===== src/sv/rcpc_pkg.sv =====
// Package for the random-cycle pointer chase core.
// Holds the sequencer states, request and register codes, and the xorshift step.
// No dependencies.
package rcpc_pkg;

	localparam logic [63:0] SEED_RESET = 64'h9E3779B97F4A7C15;
	localparam int unsigned XS_A = 13;
	localparam int unsigned XS_B = 7;
	localparam int unsigned XS_C = 17;
	localparam int unsigned DIV_STEPS = 64;

	typedef enum logic [1:0] {
		REQ_BUILD   = 2'd0,
		REQ_ADVANCE = 2'd1,
		REQ_READ    = 2'd2,
		REQ_NONE    = 2'd3
	} req_type_t;

	typedef enum logic [1:0] {
		CFG_LOG_NODES  = 2'd0,
		CFG_NUM_CHAINS = 2'd1,
		CFG_SEED       = 2'd2
	} cfg_reg_t;

	typedef enum logic [3:0] {
		S_IDLE,
		S_RESP,
		S_STEP,
		S_STEP_W,
		S_INIT,
		S_SH_RNG,
		S_SH_DIV,
		S_SH_RDK,
		S_SH_RDJ,
		S_SH_WRK,
		S_SH_WRJ,
		S_LK_RD,
		S_LK_WR,
		S_LK_END,
		S_CU_RD,
		S_CU_WR
	} state_t;

	function automatic logic [63:0] xorshift64(input logic [63:0] x);
		logic [63:0] a;
		logic [63:0] b;
		a = x ^ (x << XS_A);
		b = a ^ (a >> XS_B);
		return b ^ (b << XS_C);
	endfunction

endpackage


===== src/sv/rcpc_divider.sv =====
// Restoring divider, one quotient bit per cycle, 64-bit dividend.
// Used for the shuffle partner (x mod k+1) and the cursor spacing. Uses rcpc_pkg.
module rcpc_divider
	import rcpc_pkg::*;
#(
	parameter int DW = 17
) (
	input  logic          clk,
	input  logic          arst_n,
	input  logic          start,
	input  logic [63:0]   dividend,
	input  logic [DW-1:0] divisor,
	output logic          done,
	output logic [63:0]   quotient,
	output logic [DW-1:0] remainder
);
	logic [63:0]   q_q;
	logic [DW-1:0] r_q;
	logic [DW-1:0] d_q;
	logic [6:0]    cnt_q;
	logic          run_q;
	logic          done_q;
	logic [DW:0]   trial;
	logic [DW:0]   d_ext;
	logic          fits;

	assign trial = {r_q, q_q[63]};
	assign d_ext = {1'b0, d_q};
	assign fits  = trial >= d_ext;

	always_ff @(posedge clk or negedge arst_n) begin
		if (!arst_n) begin
			run_q  <= 1'b0;
			done_q <= 1'b0;
			cnt_q  <= '0;
		end else begin
			done_q <= 1'b0;
			if (start) begin
				run_q <= 1'b1;
				cnt_q <= '0;
			end else if (run_q) begin
				cnt_q <= cnt_q + 7'd1;
				if (cnt_q == 7'(DIV_STEPS - 1)) begin
					run_q  <= 1'b0;
					done_q <= 1'b1;
				end
			end
		end
	end

	always_ff @(posedge clk) begin
		if (start) begin
			q_q <= dividend;
			r_q <= '0;
			d_q <= divisor;
		end else if (run_q) begin
			q_q <= {q_q[62:0], fits};
			r_q <= fits ? DW'(trial - d_ext) : trial[DW-1:0];
		end
	end

	assign done      = done_q;
	assign quotient  = q_q;
	assign remainder = r_q;
endmodule


===== config.mk =====
export PLATFORM = sky130hd
export DESIGN_NAME = rcpc_divider
export DESIGN_NICKNAME = d
export VERILOG_FILES = /design/src/sv/rcpc_pkg.sv /design/src/sv/rcpc_divider.sv
export SDC_FILE = /design/constraint.sdc
export NUM_CORES = 1
export LEC_CHECK = 0
export BUFFER_PORTS_ARGS = -buffer_cell sky130_fd_sc_hd__buf_2
export CAP_MARGIN = 30
export CORE_ASPECT_RATIO = 0.9
export CORE_MARGIN = 2
export CORE_UTILIZATION = 45
export CTS_CLUSTER_SIZE = 30
export DETAILED_ROUTE_END_ITERATION = 7
export HOLD_SLACK_MARGIN = 0.06
export PLACE_DENSITY = 0.75
export SYNTH_ARGS = -nofsm -noshare
export SYNTH_HDL_FRONTEND = slang
export SYNTH_SLANG_ARGS = --single-unit

===== constraint.sdc =====
create_clock -name clk -period 2.7 [get_ports clk]
set_input_delay 0.54 -clock clk [delete_from_list [all_inputs] [get_ports clk]]
set_output_delay 0.54 -clock clk [all_outputs]
set_load 0.02 [all_outputs]

---- After elaboration in Yosys (flattened, before gate mapping) ----
Cells that the tools add are included.
cells by class
  reductions and logical operators ........ 1
  multiplexer cells ....................... 11
  add/subtract/negate cells ............... 2
  magnitude comparators ................... 1
  equal/unequal tests ..................... 1
operators by type and width
  operator             count
  $mux 64              2
  $ge 18x17->1         1
  $mux 17              1
  $sub 17x17->17       1
  $mux 7               2
  $add 7x1->7 const B  1
  $eq 7x6->1 const B   1
  $mux 1               6
  $reduce_bool 2->1    1
word-level totals
  input bits .............................. 84
  logic and storage cells ................. 22
  register bits ........................... 107

---- Longest topological paths before layout ----
Gate-level depths: netlist of run 1.
  word-level depth ........................ 4
  mapped depth ............................ 12
  depth with buffers taken out ............ 10

---- Least setup slack after synthesis of run 1 ----
Ideal clock, no wire load.
  path type ............................... in2reg
  start point ............................. input port start
  end point ............................... register q_q[0], in the netlist quotient[0], enable pin
  path slack .............................. -0.014 ns
  data arrival time ....................... 2.296 ns
  cell stages on the path ................. 4
  buffers on the path ..................... 2
  required time ........................... 2.282 ns
  path through ............................ clkbuf_1 -> nor2_1 -> clkbuf_1 -> inv_1
between the ends
  word-level cells in the longest chain between the ends .. 1
RTL lines
  what                         RTL line            RTL
  start: declaration           rcpc_divider.sv:10  input logic start,
  $reduce_bool 2->1 (no line)  -
  end signal: assignment       rcpc_divider.sv:53  q_q <= dividend;
  end signal: assignment       rcpc_divider.sv:57  q_q <= {q_q[62:0], fits};
  end: declaration             rcpc_divider.sv:17  logic [63:0] q_q;
No other way between the ends.
A chain may end at the register's enable or synchronous reset.

---- Worst setup path in the final report of run 1 ----
  start point ............................. register q_q[63], in the netlist quotient[63]
  end point ............................... register q_q[0], in the netlist quotient[0], data pin
between the ends
  word-level cells in the longest chain between the ends .. 3
RTL lines
  what          RTL line            RTL
  $ge 18x17->1  rcpc_divider.sv:29  assign fits = trial >= d_ext;
  $mux 64       rcpc_divider.sv:56  end else if (run_q) begin
  $mux 64       rcpc_divider.sv:52  if (start) begin
No other way between the ends. The select of a mux whose other input is x is not followed.

==> results.toml, run 1 <==
[route]
wl_microns = 12500
drc_errors = 0
num_vias = 3923
viasPerCell = 5.24
drt_iter0_drc = 233
detail-route-antenna-nets = 0
wire_per_inst_microns = 16.7
drt-pass1-iter-count = 5

[clock_tree]
numCtsBuffers = 9
cts_tree = "done"
path_clk_slew_ns = 0.07
clockBufferDepth = 2
numClockSinks = 107
clk_latency_ns = 0.34
h-tree-depth = 3
cts_root_buf = "clkbuf_16"

[finish]
nFillCells = 977
post-route-util = 0.586
layout-drive-gt1-share = 0.466
area_growth_pct = 27.2
regArea_sq_mm = 0.00300
multi_input_area_sq_mm = 0.00213
num-nets-final = 690
final_cell_count_no_fill = 748
diodes = 0

[die]
die_y_microns = 107
dieArea_sq_mm = 0.0126
rows = 37
ioPinCount = 166
die_x_microns = 118
coreArea_sq_mm = 0.0114
start_util = 0.461

[logic_synthesis]
synthesis.area_sq_mm = 0.00527
yosysSeqAreaShare = 0.569
syn-instance-count = 413
synth_warnings = 0
synth_ff_type = "edfxtp_1"
synth_area_per_cell_sq_um = 12.8
yosysMostFrequentCell = "edfxtp_1"
synth.distinct_cells = 55
synth_edf_count = 81
synth_area_leaders = "edfxtp_1 46%, mux2_2 14%, dfxtp_1 6.5%, dfrtp_1 4.3%, ha_1 4.3%"
yosysTopAreaCell = "edfxtp_1"
synth_seq_cells = 107
synthArstFlopShare = 0.0841
syn_nets = 516
ys_top_cells_by_count = "81 x edfxtp_1, 64 x mux2_2, 34 x nand2_1"
synth_top_area_share = 0.462

[placement]
io_buffers = 165
dp.cells = 729
pre_cts_slack_ns = -0.000782
hpwl_microns = 9430
gp_congestion = 0.848

[worst_setup_path]
rr_endpoint = "quotient[0]"
r2r-start = "quotient[63]"
crit_slowest_cell = "edfxtp_1"
r2r_slack_ns = 0.15
startpoint_type = "register"
crit_fanout = 6
worst_path_largest_cell_delay_ns = 0.38
required_ns = 2.79
path_class = "reg2reg"
r2r_cells = 10
crit_family = "compound AO/OA/AOI/OAI gates"
cp_num_buf_inv = 3
cpMostUsedCell = "inv_1"
worstPathCellList = "inv_1 > ha_1 > inv_1 > fa_2 > a21oi_2 > o211ai_2 > a221oi_4 > buf_4 > o31ai_4 > mux2_2"
endpoint_kind = "register"
arrival_ns = 2.64

[timing]
max-slew-margin-rel = 0.671
post-route-period-util = 0.944
setup_viol = 0
maxSlewViolCount = 0
fin_ws_ns = 0.151
hold_viol = 0
worst_slew_pin_slew_ns = 0.490
rsz0062_at_grt = "false"
fin_skew_ns = 0.00663
min_period_ns = 2.55
max_freq_mhz = 392

[power_and_ir_drop]
pwr-share-clk = 0.317
swShare = 0.274
p_int_w = 0.00287
p_sw_w = 0.00108
sequentialPowerShare = 0.504
pwr-share-comb = 0.179
vdd_drop_max_mv = 0.366
power-per-cell-area_mw_per_mm2 = 590
p_leak_nw = 2.95

[run]
cap_violations = 0

[global_routing]
antenna_found_initial = 0
grt_max_degree = 53
grt_use_total = 0.197
grt_pass1_wl_microns = 19500
grt_overflow_total = 0
grt_pass1_vias = 3888

[worst_hold_path]
hold_path_class = "in2reg"
whs_endpoint = "d_q[10]"
min_from = "divisor[10]"
hold_depth = 1

[status]
status = "finished clean"
-- state kept, by name (all words and copies together) (netlist names) --
signal,cells
done,1
run_q,1
cnt_q,7
quotient,64
d_q,17
remainder,17
-- kinds of logic after synthesis --
family	share of synthesized area
DFF	0.569
and+or+nand+nor	0.0855
AOI/OAI and AO/OA	0.0950
muxes	0.144
buffers and inverters	0.0325
adders and majority gates	0.0466
xor gates and xnor gates	0.0266
-- power by group through the flow --
stage | Sequential [W] | Combinational, W | Clock (W)
global placement | 0.00202 | 0.000683 | 0
floorplan | 0.00216 | 0.000301 | 0
finish | 0.00199 | 0.000706 | 0.00125
detailed placement | 0.00203 | 0.000696 | 0
CTS | 0.00199 | 0.000701 | 0.00129
global route | 0.00201 | 0.000762 | 0.00135
-- layer usage --
layer | routed length (microns) | up-vias | global-route usage | share of wire
met2 | 6300 | 125 | 0.340 | 0.50
met1 | 5350 | 1884 | 0.246 | 0.43
met4 | 289 | 0 | 0.0723 | 0.023
met5 | 0 | - | 0 | 0
li1 | - | 1888 | - | -
met3 | 557 | 26 | 0.0431 | 0.045
-- worst max-delay path by stage --
stage / from / endpoint / cells past startpoint
2_1_floorplan: quotient[63] / quotient[0] / 10
5_1_grt: quotient[63] / remainder[14] / 12
4_1_cts: quotient[63] / remainder[6] / 11
6_report: quotient[63] / quotient[0] / 10
3_5_place_dp: quotient[63] / remainder[6] / 11
3_3_place_gp: quotient[63] / remainder[0] / 11
-- through the flow --
step / TNS, ns / hold WS, ns / power, W / instance area (sq um)
CTS: 0 / 0.358 / 0.00399 / 6640
detailed placement: -0.000782 / 0.410 / 0.00273 / 6350
global placement: 0 / 0.400 / 0.00270 / 6340
global route: 0 / 0.359 / 0.00412 / 6700
floorplan: 0 / 0.244 / 0.00246 / 5270
finish: 0 / 0.367 / 0.00395 / 6700
-- cell usage in the layout (no fill, tap or decap), drive strengths merged, types with 2 or more instances in the layout --
cell type,instances
inv,24
o31ai,2
a311oi,4
clkbuf,9
xor2,7
or3,2
nand3,19
buf,181
mux2i,4
o311ai,2
a221oi,2
a21oi,19
nand4b,3
nand2b,3
o21ai,15
clkinv,4
ha,18
nand2,34
dfrtp,9
edfxtp,81
dfxtp,17
nor2b,2
mux2,64
xnor2,9
o211ai,2
a21o,4
a32oi,8
nor2,20
nor3,2
nand4,5
-- cell type report --
| class | instances | area share |
|---|---|---|
| timing repair buffer | 182 | 0.149 |
| inverter | 22 | 0.0129 |
| clock buffer | 9 | 0.0336 |
| sequential | 107 | 0.448 |
| clock inverter | 7 | 0.00897 |
| tap | 156 | 0.0291 |
| multi-input combinational | 265 | 0.318 |
-- what timing repair did --
action	in CTS	in global routing
buffers inserted	0	2
hold buffers	1	0
resized for setup	0	6
endpoints found under the setup margin	0	13
endpoints found under the hold margin	9	0
No activity file was read; power rests on OpenSTA's default activity.
==> run 2: changes to the inputs <==
--- a/config.mk
+++ b/config.mk
@@ -13,7 +13,7 @@
 export CTS_CLUSTER_SIZE = 30
 export DETAILED_ROUTE_END_ITERATION = 7
 export HOLD_SLACK_MARGIN = 0.06
-export PLACE_DENSITY = 0.75
+export PLACE_DENSITY_LB_ADDON = 0.05
 export SYNTH_ARGS = -nofsm -noshare
 export SYNTH_HDL_FRONTEND = slang
 export SYNTH_SLANG_ARGS = --single-unit
==> run 2 against run 1 <==
Flip-flop and latch count unchanged. Power decreased by 1.3%. First-iteration DRC count increased by 8.6%. Setup slack got worse by 0.036 ns. Core utilization decreased by 0.40 points. Combinational power about the same. Global-route usage decreased by 0.78 points.
==> results.toml, run 2 (synthesis results as in run 1) <==
[status]
status = "finished clean"

[timing]
hold_viol = 0
max-slew-margin-rel = 0.599
fin_skew_ns = 0.00428
fin_ws_ns = 0.115
post-route-period-util = 0.957
min_period_ns = 2.58
fin_hold_ws_ns = 0.359
maxSlewViolCount = 0
max_freq_mhz = 387
setup_viol = 0
worst_slew_pin_slew_ns = 0.601
rsz0062_at_grt = "true"

[route]
wire_per_inst_microns = 15.8
num_vias = 3875
drt_iter0_drc = 253
viasPerCell = 5.17
drc_errors = 0
drt-pass1-iter-count = 4
wl_microns = 11800
detail-route-antenna-nets = 0

[worst_setup_path]
arrival_ns = 2.88
crit_fanout = 8
path_class = "reg2reg"
r2r-start = "remainder[10]"
endpoint_kind = "register"
startpoint_type = "register"
rr_endpoint = "remainder[13]"
r2r_slack_ns = 0.12
required_ns = 3.00
r2r_cells = 8

[placement]
pre_cts_slack_ns = 0.0700
dp.cells = 729
gp_congestion = 0.807
io_buffers = 165
hpwl_microns = 8550

[die]
die_x_microns = 118
ioPinCount = 166
die_y_microns = 107
coreArea_sq_mm = 0.0114
dieArea_sq_mm = 0.0126
rows = 37
start_util = 0.461

[finish]
final_cell_mix = "165 x buf_2, 81 x edfxtp_1, 64 x mux2_2"
layout_commonest_cell = "buf_2"
layout-drive-gt1-share = 0.460
final_cell_count_no_fill = 749
area_growth_pct = 26.3
num-nets-final = 691
largest_register_ffs = 64
diodes = 0

[global_routing]
grt_max_degree = 70
grt_pass1_vias = 3709
grt_pass1_wl_microns = 18600
grt_overflow_total = 0
grt_use_total = 0.190
antenna_found_initial = 0

[clock_tree]
numClockSinks = 107
numCtsBuffers = 9
cts_root_buf = "clkbuf_16"
clockBufferDepth = 2
path_clk_slew_ns = 0.07
clk_latency_ns = 0.35
cts_tree = "done"
h-tree-depth = 3

[worst_hold_path]
min_from = "divisor[5]"
hold_path_class = "in2reg"
hold_depth = 1
whs_endpoint = "d_q[5]"

[power_and_ir_drop]
power.total_w = 0.00390
p_leak_nw = 2.92
power-per-cell-area_mw_per_mm2 = 586
vdd_drop_max_mv = 0.412

[run]
cap_violations = 0
run 2: cell type report:
type / count / area [sq um]
flip-flops and latches: 107 / 3000
well taps: 156 / 195
repair buffers: 183 / 983
clock inverters: 4 / 26.3
fillers: 974 / 4780
clock buffers: 12 / 236
multi-input cells: 265 / 2120
inverters: 22 / 86.3
run 2: worst max-delay path by stage:
stage | cells past startpoint | to | start
final | 8 | remainder[13] | remainder[10]
after floorplan | 10 | quotient[0] | quotient[63]
after detailed placement | 11 | remainder[8] | quotient[63]
after global placement | 11 | remainder[5] | quotient[63]
after global routing | 9 | remainder[14] | d_q[10]
after CTS | 11 | remainder[7] | quotient[63]
run 2: where the power goes:
group / internal (W) / total (W) / switching [W]
logic: 0.000306 / 0.000704 / 0.000397
clock network: 0.000627 / 0.00120 / 0.000577
registers: 0.00192 / 0.00199 / 0.0000671
run 2: repair_timing:
action / in CTS / in global routing
buffers inserted: 0 / 2
endpoints found under the hold margin: 9 / 0
setup endpoints to repair: 0 / 10
resized for setup: 0 / 6
hold buffers: 1 / 0
run 2: per-stage QoR:
| stage | cell area, sq um | utilization | TNS (ns) |
|---|---|---|---|
| floorplan | 5270 | - | 0 |
| global placement | 6320 | 0.553 | 0 |
| detailed placement | 6320 | 0.553 | 0 |
| CTS | 6600 | 0.577 | 0 |
| global route | 6650 | 0.582 | -0.0439 |
| finish | 6650 | 0.582 | 0 |
run 2: critical path: stages (launching register included):
cell      delay [ns]
dfxtp_1         0.35
ha_1            0.45
nand4_2         0.19
nor3_2          0.31
a221oi_4        0.14
o31a_1          0.35
buf_6           0.15
or4_1           0.53
nand2_1         0.07
run 2: routing by layer:
layer	part of all wire	GRT usage	up-vias
met1	0.44	0.253	1821
met5	0	0	-
met3	0.072	0.0670	14
li1	-	-	1892
met4	0.011	0.0448	0
met2	0.47	0.298	148
